--- src/hw/rtl/kmrg_pkg.sv ---
`timescale 1ns / 1ps
// ----------------------------------------------------------------------------
// kmrg_pkg
// Shared types and constants for the k-way merge core.
// ----------------------------------------------------------------------------
package kmrg_pkg;

  localparam int RUNS_DEF      = 8;
  localparam int RUN_DEPTH_DEF = 256;

  // stream word widths (byte padded)
  localparam int IN_TDATA_W  = 72;
  localparam int OUT_TDATA_W = 72;

  localparam logic [3:0] RUNS_IN_USE_RST = 4'd8;

  // command codes carried in in_tuser
  localparam logic [1:0] CMD_LOAD  = 2'd0;
  localparam logic [1:0] CMD_POP   = 2'd1;
  localparam logic [1:0] CMD_CLEAR = 2'd2;
  localparam logic [1:0] CMD_NOP   = 2'd3;   // unused code, no effect

  // one queued command
  typedef struct packed {
    logic [1:0]         cmd;
    logic [2:0]         run;
    logic signed [31:0] key;
    logic signed [31:0] pay;
  } kmrg_item_t;

  // one merge result
  typedef struct packed {
    logic signed [31:0] key;
    logic signed [31:0] pay;
    logic [2:0]         src;
    logic               empty;
    logic               ovf;
  } kmrg_res_t;

endpackage

--- src/hw/rtl/kmrg_front.sv ---
`timescale 1ns / 1ps
// ----------------------------------------------------------------------------
// kmrg_front
// Input side: unpacks stream words into commands and queues them (2 deep).
// ----------------------------------------------------------------------------
module kmrg_front (
  input  logic                               clk,
  input  logic                               rst_n,
  input  logic                               in_tvalid,
  output logic                               in_tready,
  input  logic [kmrg_pkg::IN_TDATA_W-1:0]    in_tdata,
  input  logic [1:0]                         in_tuser,
  output logic                               q_valid,
  output kmrg_pkg::kmrg_item_t               q_item,
  input  logic                               q_deq
);

  kmrg_pkg::kmrg_item_t slot_r [2];
  logic                 wr_ptr_r, wr_ptr_nxt;
  logic                 rd_ptr_r, rd_ptr_nxt;
  logic [1:0]           cnt_r, cnt_nxt;
  logic                 push;
  logic                 pop;
  kmrg_pkg::kmrg_item_t item;

  // unpack the word
  always_comb begin
    item.cmd = in_tuser;
    item.run = in_tdata[2:0];
    item.key = in_tdata[34:3];
    item.pay = in_tdata[66:35];
  end

  assign in_tready = (cnt_r != 2'd2);
  assign push      = in_tvalid && in_tready;
  assign pop       = q_deq && q_valid;
  assign q_valid   = (cnt_r != 2'd0);
  assign q_item    = slot_r[rd_ptr_r];

  always_comb begin
    wr_ptr_nxt = push ? ~wr_ptr_r : wr_ptr_r;
    rd_ptr_nxt = pop ? ~rd_ptr_r : rd_ptr_r;
    cnt_nxt    = cnt_r + {1'b0, push} - {1'b0, pop};
  end

  // queue pointers
  always_ff @(posedge clk) begin
    if (!rst_n) begin
      wr_ptr_r <= 1'b0;
      rd_ptr_r <= 1'b0;
      cnt_r    <= 2'd0;
    end else begin
      wr_ptr_r <= wr_ptr_nxt;
      rd_ptr_r <= rd_ptr_nxt;
      cnt_r    <= cnt_nxt;
    end
  end

  // queue storage
  always_ff @(posedge clk) begin
    if (push) begin
      slot_r[wr_ptr_r] <= item;
    end
  end

endmodule

--- config.mk ---
export PLATFORM = sky130hd
export DESIGN_NAME = kmrg_front
export DESIGN_NICKNAME = d
export VERILOG_FILES = /design/src/hw/rtl/kmrg_pkg.sv /design/src/hw/rtl/kmrg_front.sv
export SDC_FILE = /design/constraint.sdc
export NUM_CORES = 1
export LEC_CHECK = 0
export BUFFER_PORTS_ARGS = -buffer_cell sky130_fd_sc_hd__buf_2
export CAP_MARGIN = 20
export CORE_UTILIZATION = 35
export CTS_BUF_LIST = sky130_fd_sc_hd__clkbuf_2
export CTS_CLUSTER_DIAMETER = 50
export DETAILED_ROUTE_END_ITERATION = 6
export GPL_TIMING_DRIVEN = 0
export HOLD_SLACK_MARGIN = 0.06
export PLACE_DENSITY_LB_ADDON = 0.15
export SKIP_CTS_REPAIR_TIMING = 1
export SLEW_MARGIN = 20
export SYNTH_ARGS = -nofsm -noshare
export SYNTH_HDL_FRONTEND = slang
export SYNTH_SLANG_ARGS = --single-unit
export TNS_END_PERCENT = 10
--- constraint.sdc ---
create_clock -name clk -period 3.9 [get_ports clk]
set_input_delay 0.39 -clock clk [delete_from_list [all_inputs] [get_ports clk]]
set_output_delay 0.39 -clock clk [all_outputs]
set_load 0.1 [all_outputs]
== Word-level counts from Yosys, hierarchy flattened ==
Memories as Yosys holds them, arrays and structs flattened. A register that Yosys moved wholly into a read port is not among the register bits.
Cells that the tools add are included.
Storage, ports and cells
  output and inout port bits: 71
  bits in writable memories: 138
  bits in registers: 4
  memories kept: 1
Operators by class
  reductions and logical operators: 3
  add/sub/neg operators: 2
  bitwise operators: 2
  mux-type cells: 4
  equal/unequal tests: 1
Memory list
  slot_r: depth 2, width 69, rd ports 1, clocked after memory_dff 1, wr ports 1, RTL line kmrg_front.sv:18  | kmrg_pkg::kmrg_item_t slot_r [2];
Operators with widths (count)
  1-bit two-way mux: 4
  2-bit by 1-bit adder with 2-bit output: 1
  1-bit logical AND: 2
  2-bit inequality test, second input constant: 1
  1-bit inverter: 2
  2-bit nonzero test: 1
  2-bit by 1-bit subtractor with 2-bit output: 1

== Depth between registers and ports, before layout ==
Gate-level depths: netlist (run 1).
  word-level depth: 4
  mapped depth: 8
  mapped depth without buffers: 8

== Least setup slack after synthesis (run 1) ==
No wires, ideal clock.
  path kind: register -> register
  from: register cnt_r[0]
  to: memory slot_r[0][0] (netlist bit), enable pin
  path slack: -0.929 ns
  arrival time: 4.332 ns
  clock period less this slack: 4.829 ns
  required time: 3.403 ns
  buffers on the path: 0
  stages on the path, launching flop included: 4
  cell sequence: dfxtp_1 nand2b_1 nand2_1 nor2_1
On the way
  cells in the longest elaborated chain, start to end: 4
Ends and longest elaborated chain
  from (decl): RTL line kmrg_front.sv:21  | logic [1:0] cnt_r, cnt_nxt;
  from (signal assigned): RTL line kmrg_front.sv:55  | cnt_r <= cnt_nxt;
  2-bit inequality test: RTL line kmrg_front.sv:34  | assign in_tready = (cnt_r != 2'd2);
  named net in_tready: RTL line kmrg_front.sv:10  | output logic in_tready,
  1-bit logical AND: RTL line kmrg_front.sv:35  | assign push = in_tvalid && in_tready;
  1-bit two-way mux: RTL line kmrg_front.sv:61  | if (push) begin
  1-bit two-way mux (implied by the code): RTL line kmrg_front.sv:62  | slot_r[wr_ptr_r] <= item;
  to (decl): RTL line kmrg_front.sv:18
The timed path passes the listed nets, and every way through them passes these cells.

==> metrics, run 1 <==
stages on the worst setup path 4; status completed; post-synthesis cell type count 19; Register-to-Register Setup Slack 2.19 ns; width of the die 125 um; critical path class reg -> out; antenna diode count 0; most frequent cells in the layout sky130_fd_sc_hd__buf_2, sky130_fd_sc_hd__edfxtp_1, sky130_fd_sc_hd__dlygate4sd3_1; startpoint of the worst register-to-register path cnt_r[0]; global-route total usage across every layer 12.7%; 1st-iter DRT viols 74; Fin Setup TNS 0 ns; Max Slew Vio Count 0; height of the die 125 um; IR drop worst, VDD 361 uV; post-place instance area 6320 um2; Routed WL 9.71 mm; number of design rule violations left after detail routing 0; Final Instance Area 7210 um2; drt pass-1 iters 4; number of warnings reported in the yosys synthesis log 0; number of antenna violations at the first check in global routing 0; global-route wire length before repair 14.6 mm; area delta synth->final 37.2%; cell with the largest stage delay on the worst path sky130_fd_sc_hd__mux2_2; clock-pin transition on the worst setup and hold timing paths 0.19 ns; most common library cell in the layout ignoring fill and taps sky130_fd_sc_hd__buf_2; switching part of the total 49.0%; Mapped Avg Cell Area 22.0 um2; largest net degree at the start of global routing 49; vias after detailed routing 2959; share of power burned in combinational logic 49.9%; number of hold violations in the final report 0; buffer type at the clock tree root sky130_fd_sc_hd__clkbuf_2; end-of-flow core utilization 49.4%; destination of the worst register-to-register timing path cnt_r[1]; post-layout minimum cycle time 2.50 ns; post-route clock skew 0.0218 ns; Row Count 44; Critical Path AT 2.11 ns; CP Cell Sequence buf_6 -> buf_2 -> mux2_2 -> buf_2; WL per Instance 14.4 um; power density over the cells 741 nW/um2; Buffers on Ports 143; crit path launch type flip-flop; P_leak 2.77 nW; vias in the first global route 2912; total setup violations reported at the end of the flow 0; Cells after Synth 239; highest net fanout along the worst path 10; Max Cap Violations 0; post-DP HPWL 6.16 mm; worst max-slew margin expressed relative to the limit 65.2%; placement-stage worst setup slack 2.10 ns; number of storage elements in the synthesis netlist 143; Die Outline Area 15500 um2; H-tree lvl count 4; Syn Nets 319; CTS max path bufs 2; global-route congestion overflow total 0; worst hold path type in -> reg; CP max stage delay 0.37 ns; worst setup path end q_item[31]; Via-to-Cell Ratio 4.40; CTS sink cnt 143; Placer Congestion 0.631; measured slew at the worst slew-check pin 0.521 ns; CTS tree built; Worst path most repeated cell sky130_fd_sc_hd__buf_2; Sequential Power Share 36.9%; cts bufs inserted 17; crit path capture type output port; clock latency on the worst-skew pair 0.66 ns; Placeable Area 14600 um2; Worst EP required 3.51 ns; highest achievable clock rate 0.399 GHz; starting utilization of the core area 36.0%; path depth of the worst reg2reg path 8; count of antenna-violating nets left after detailed routing 0; register area share after synthesis 80.8%; power spent charging and discharging nets 0.00262 W; Ports 149; WP buf/inv 3; Clk network pwr share 13.2%; post-route setup slack 1.40 ns; fin crit share 64.2%; synthesized area 5260 um2; CP delay by family, top buffers and inverters; final-stage net count 556; fraction of final layout cells with drive strength greater than 1 52.5%; unrepaired setup endpoints after global routing no; design internal power 0.00273 W
layer usage:
layer / up-vias / share of wire (%) / GRT usage (%)
met2: 111 / 49 / 20.0
met3: 7 / 7.3 / 6.53
met1: 1427 / 43 / 14.6
met5: - / 0 / 0
li1: 1414 / - / -
met4: 0 / 0.78 / 5.10
per-stage QoR:
stage	std cells	power [W]	hold slack [ns]
after floorplan	239	0.00422	0.466
after global placement	566	0.00460	0.478
after global routing	672	0.00557	0.0925
after CTS	601	0.00537	-0.231
final	672	0.00535	0.173
after detailed placement	570	0.00465	0.522
cells by family (layout without fill, tap and decap cells):
family	Yosys count	count (layout)	share of synthesized area (%)
adders and majority gates	2	2	0.476
and+or+nand+nor	11	11	1.17
xor gates and xnor gates	3	3	0.500
DFF	143	143	80.8
AOI/OAI and AO/OA	1	1	0.143
muxes	70	70	15.7
buffers and inverters	9	258	1.26
synth_stat cells (all sizes together):
cell | instances | area share, %
and2 | 2 | 0.24
and3 | 1 | 0.12
buf | 8 | 1.2
dfxtp | 5 | 1.9
edfxtp | 138 | 79
ha | 2 | 0.48
inv | 1 | 0.071
mux2 | 69 | 15
mux2i | 1 | 0.19
nand2 | 2 | 0.14
nand2b | 2 | 0.24
nor2 | 1 | 0.071
nor2b | 2 | 0.24
o21a | 1 | 0.14
or2 | 1 | 0.12
xnor2 | 3 | 0.50
cell type report:
type / instances / area [um2]
Fill cell: 1287 / 7380
Sequential cell: 143 / 4240
Timing Repair Buffer: 218 / 1540
Multi-Input combinational cell: 87 / 957
Tap cell: 184 / 230
Clock buffer: 21 / 105
Clock inverter: 10 / 72.6
Buffer: 8 / 62.6
Inverter: 1 / 3.75
worst reg2reg max path, cell delays in order (launching register included):
cell and delay, ns:
sky130_fd_sc_hd__dfxtp_1 0.40, sky130_fd_sc_hd__nand2b_1 0.17, sky130_fd_sc_hd__nand2_1 0.15, sky130_fd_sc_hd__ha_1 0.31
sky130_fd_sc_hd__inv_1 0.03, sky130_fd_sc_hd__ha_1 0.17, sky130_fd_sc_hd__xnor2_1 0.13, sky130_fd_sc_hd__xnor2_1 0.12
sky130_fd_sc_hd__and2_1 0.14
state kept, by name (all words and copies together) (netlist names), named ones only:
name and flops:
rd_ptr_r 1, slot_r 138, cnt_r 2, wr_ptr_r 1
worst min path at each step:
stage | from | end | slack, ns | cells past startpoint
final | q_deq | flip-flop | 0.17 | 4
after CTS | in_tdata[57] | slot_r[1][22] | -0.23 | 1
after global routing | q_deq | flip-flop | 0.09 | 4
after global placement | wr_ptr_r | wr_ptr_r | 0.48 | 2
after floorplan | wr_ptr_r | wr_ptr_r | 0.47 | 2
after detailed placement | wr_ptr_r | wr_ptr_r | 0.52 | 2
power by group through the flow:
| stage | Sequential, W | Clock, W | Combinational, W |
|---|---|---|---|
| after CTS | 0.00197 | 0.000754 | 0.00265 |
| after global routing | 0.00199 | 0.000809 | 0.00277 |
| after detailed placement | 0.00201 | 0 | 0.00264 |
| final | 0.00197 | 0.000704 | 0.00267 |
| after floorplan | 0.00201 | 0 | 0.00221 |
| after global placement | 0.00203 | 0 | 0.00257 |
Power figures use the tool's default switching activity.
==> inputs of run 2 (changes only) <==
==> constraint.sdc (replaced) <==
create_clock -name clk -period 2.5 [get_ports clk]
set_input_delay 0.25 -clock clk [delete_from_list [all_inputs] [get_ports clk]]
set_output_delay 0.25 -clock clk [all_outputs]
set_load 0.1 [all_outputs]
==> run 2 against run 1 <==
Effect of this change:
- combinational power rose by 57%
- critical path depth grew 1
- sequential cell count is the same
- first-iteration DRC count increased by 70%
- worst setup slack got worse by 1.2 ns
- core utilization grew 0.22 points
- power increased by 57%
- register-to-register slack worse by 1.5 ns
- sequential power increased by 56%
- clock skew rose by 0.0060 ns
- die area unchanged
- largest cell class unchanged
- largest power group unchanged
==> metrics, run 2 (synthesis results as in run 1) <==
most congested layer reported by global routing met2; global-route total usage across every layer 12.8% (+0.13 points); number of design rule violations left after detail routing 0 (unchanged); switching part of the total 48.8% (-0.17 points); most flop-heavy register slot_r; post-route clock skew 0.0278 ns (+0.00602 ns); Worst EP required 2.25 ns (-1.26 ns); drt pass-1 iters 4 (unchanged); fraction of met2 tracks used by global routing 20.8% (+0.88 points); Hold Path Sink slot_r[0][36]; highest achievable clock rate 0.430 GHz; share of power burned in combinational logic 49.9% (about the same); most common library cell in the layout ignoring fill and taps sky130_fd_sc_hd__buf_2; clock latency on the worst-skew pair 0.68 ns (+0.02 ns); buffer type at the clock tree root sky130_fd_sc_hd__clkbuf_2; P_leak 2.78 nW (+0.30%); hold wc startpoint in_tvalid; critical path class reg -> out; destination of the worst register-to-register timing path slot_r[0][61]; Via-to-Cell Ratio 4.42 (+0.43%); post-DP HPWL 5.98 mm (-2.8%); Row Count 44 (unchanged); crit path capture type output port; power density over the cells 1160 nW/um2 (+56%); vias in the first global route 2897 (-0.52%); WL per Instance 14.5 um (+0.73%); final-stage net count 557 (+0.18%); area of the multi-input gates 965 um2 (+0.78%); crit path launch type flip-flop; area delta synth->final 37.9%; antenna diode count 0 (unchanged); Ports 149 (unchanged); fraction of final layout cells with drive strength greater than 1 52.6% (+0.097 points); total setup violations reported at the end of the flow 0 (unchanged); met1 Usage GRT 14.5% (-0.074 points); measured slew at the worst slew-check pin 0.569 ns (+0.0483 ns); count of antenna-violating nets left after detailed routing 0 (unchanged); number of inserted filler cells in the final layout 1264 (-1.8%); number of antenna violations at the first check in global routing 0 (unchanged); worst max-slew margin expressed relative to the limit 62.0% (-3.2 points); path depth of the worst reg2reg path 5 (-3); Worst Hold Margin 0.180 ns (+0.00672 ns); design internal power 0.00430 W (+58%); vias after detailed routing 2976 (+0.57%); Placer Congestion 0.636 (+0.71%); height of the die 125 um (unchanged); Sequential Power Share 36.6% (-0.3 points); Register-to-Register Setup Slack 0.64 ns (-1.55 ns); power spent charging and discharging nets 0.00410 W (+57%); highest net fanout along the worst path 10 (unchanged); global-route congestion overflow total 0 (unchanged); Critical Path AT 2.08 ns (-0.03 ns); Routed WL 9.79 mm (+0.88%); CTS sink cnt 143 (unchanged); most frequent cells in the layout sky130_fd_sc_hd__buf_2, sky130_fd_sc_hd__edfxtp_1, sky130_fd_sc_hd__dlygate4sd3_1; IR drop worst, VDD 571 uV (+58%); flip-flop count of the largest register after layout 138 (unchanged); unrepaired setup endpoints after global routing yes; post-route setup slack 0.174 ns (-1.22 ns); 1st-iter DRT viols 126 (+70%); CTS tree built; placement-stage worst setup slack 0.593 ns (-1.50 ns); H-tree lvl count 4 (unchanged); total power after layout 0.00840 W (+57%); fin crit share 93.0%; Max Cap Violations 0 (unchanged); startpoint of the worst register-to-register path cnt_r[0]; register area 4240 um2 (unchanged); status completed; Max Slew Vio Count 0 (unchanged); largest registers slot_r: 138 flops, cnt_r: 2 flops; Buffers on Ports 143 (unchanged); starting utilization of the core area 36.0% (unchanged); clock-pin transition on the worst setup and hold timing paths 0.18 ns (about the same); Die Outline Area 15500 um2 (unchanged); post-layout minimum cycle time 2.33 ns; number of instances on the worst hold path 3 (-1); largest net degree at the start of global routing 45 (-8.2%); global-route track usage on met3 4.90% (-1.6 points); global-route wire length before repair 14.7 mm (+0.85%); Placeable Area 14600 um2 (unchanged); worst hold path type in -> reg; cts bufs inserted 17 (unchanged); number of hold violations in the final report 0 (unchanged); CTS max path bufs 2 (unchanged); width of the die 125 um (unchanged); Clk network pwr share 13.5% (+0.3 points)
==> run 2: cell count changes in the layout (fill, tap and decap cells not counted) <==
cell / delta
sky130_fd_sc_hd__buf_2: -6
sky130_fd_sc_hd__clkbuf_4: +6
sky130_fd_sc_hd__clkinv_2: -5
sky130_fd_sc_hd__dlygate4sd3_1: +1
sky130_fd_sc_hd__buf_16: -1
sky130_fd_sc_hd__clkinv_4: +2
sky130_fd_sc_hd__buf_12: +1
sky130_fd_sc_hd__clkbuf_2: +3
sky130_fd_sc_hd__nand2b_4: +1
sky130_fd_sc_hd__nand2b_1: -1
==> run 2: area by class of cell <==
cell class,count,share of cell area [%]
plain buffers,8,0.933
clock buffers,24,1.66
clock inverters,7,0.898
inverters,1,0.0518
multi-input cells,87,13.3
flip-flops and latches,143,58.6
well taps,184,3.18
repair buffers,219,21.4
==> run 2: per-stage QoR <==
step,util (%),cell area (um2),setup TNS (ns),instances
detailed placement,43.3,6320,0,570
global placement,42.6,6220,-19.85,566
finish,49.7,7240,0,673
floorplan,-,5270,0,239
global route,49.7,7240,-0.0868,673
CTS,44.6,6510,-0.0341,601
==> run 2: how the worst max path moves through the flow <==
stage | startpoint | to | slack [ns] | cells past startpoint
global route | flip-flop | q_item[9] | -0.01 | 4
global placement | cnt_r[0] | slot_r[0][68] | -0.29 | 3
floorplan | cnt_r[0] | slot_r[0][0] | 0.15 | 3
detailed placement | cnt_r[0] | slot_r[0][4] | 0.59 | 5
finish | flip-flop | q_item[59] | 0.17 | 5
CTS | flip-flop | q_item[28] | -0.01 | 4
==> run 2: metal layers <==
| metal | vias up | wire length [um] |
|---|---|---|
| met5 | - | 0 |
| met4 | 0 | 175 |
| met3 | 11 | 500 |
| met2 | 95 | 4920 |
| met1 | 1448 | 4190 |
| li1 | 1422 | - |
==> run 2: worst max-delay path, stage by stage, from the launching register on <==
cell and delay, ns:
sky130_fd_sc_hd__dfxtp_1 0.35, sky130_fd_sc_hd__buf_6 0.13, sky130_fd_sc_hd__buf_6 0.16, sky130_fd_sc_hd__buf_8 0.17
sky130_fd_sc_hd__mux2_4 0.30, sky130_fd_sc_hd__buf_2 0.29
==> run 2: power by group through the flow <==
stage / logic [W] / clock network, W / registers (W)
floorplan: 0.00347 / 0 / 0.00313
global placement: 0.00402 / 0 / 0.00314
detailed placement: 0.00412 / 0 / 0.00314
CTS: 0.00413 / 0.00121 / 0.00308
global route: 0.00434 / 0.00129 / 0.00311
finish: 0.00419 / 0.00113 / 0.00308
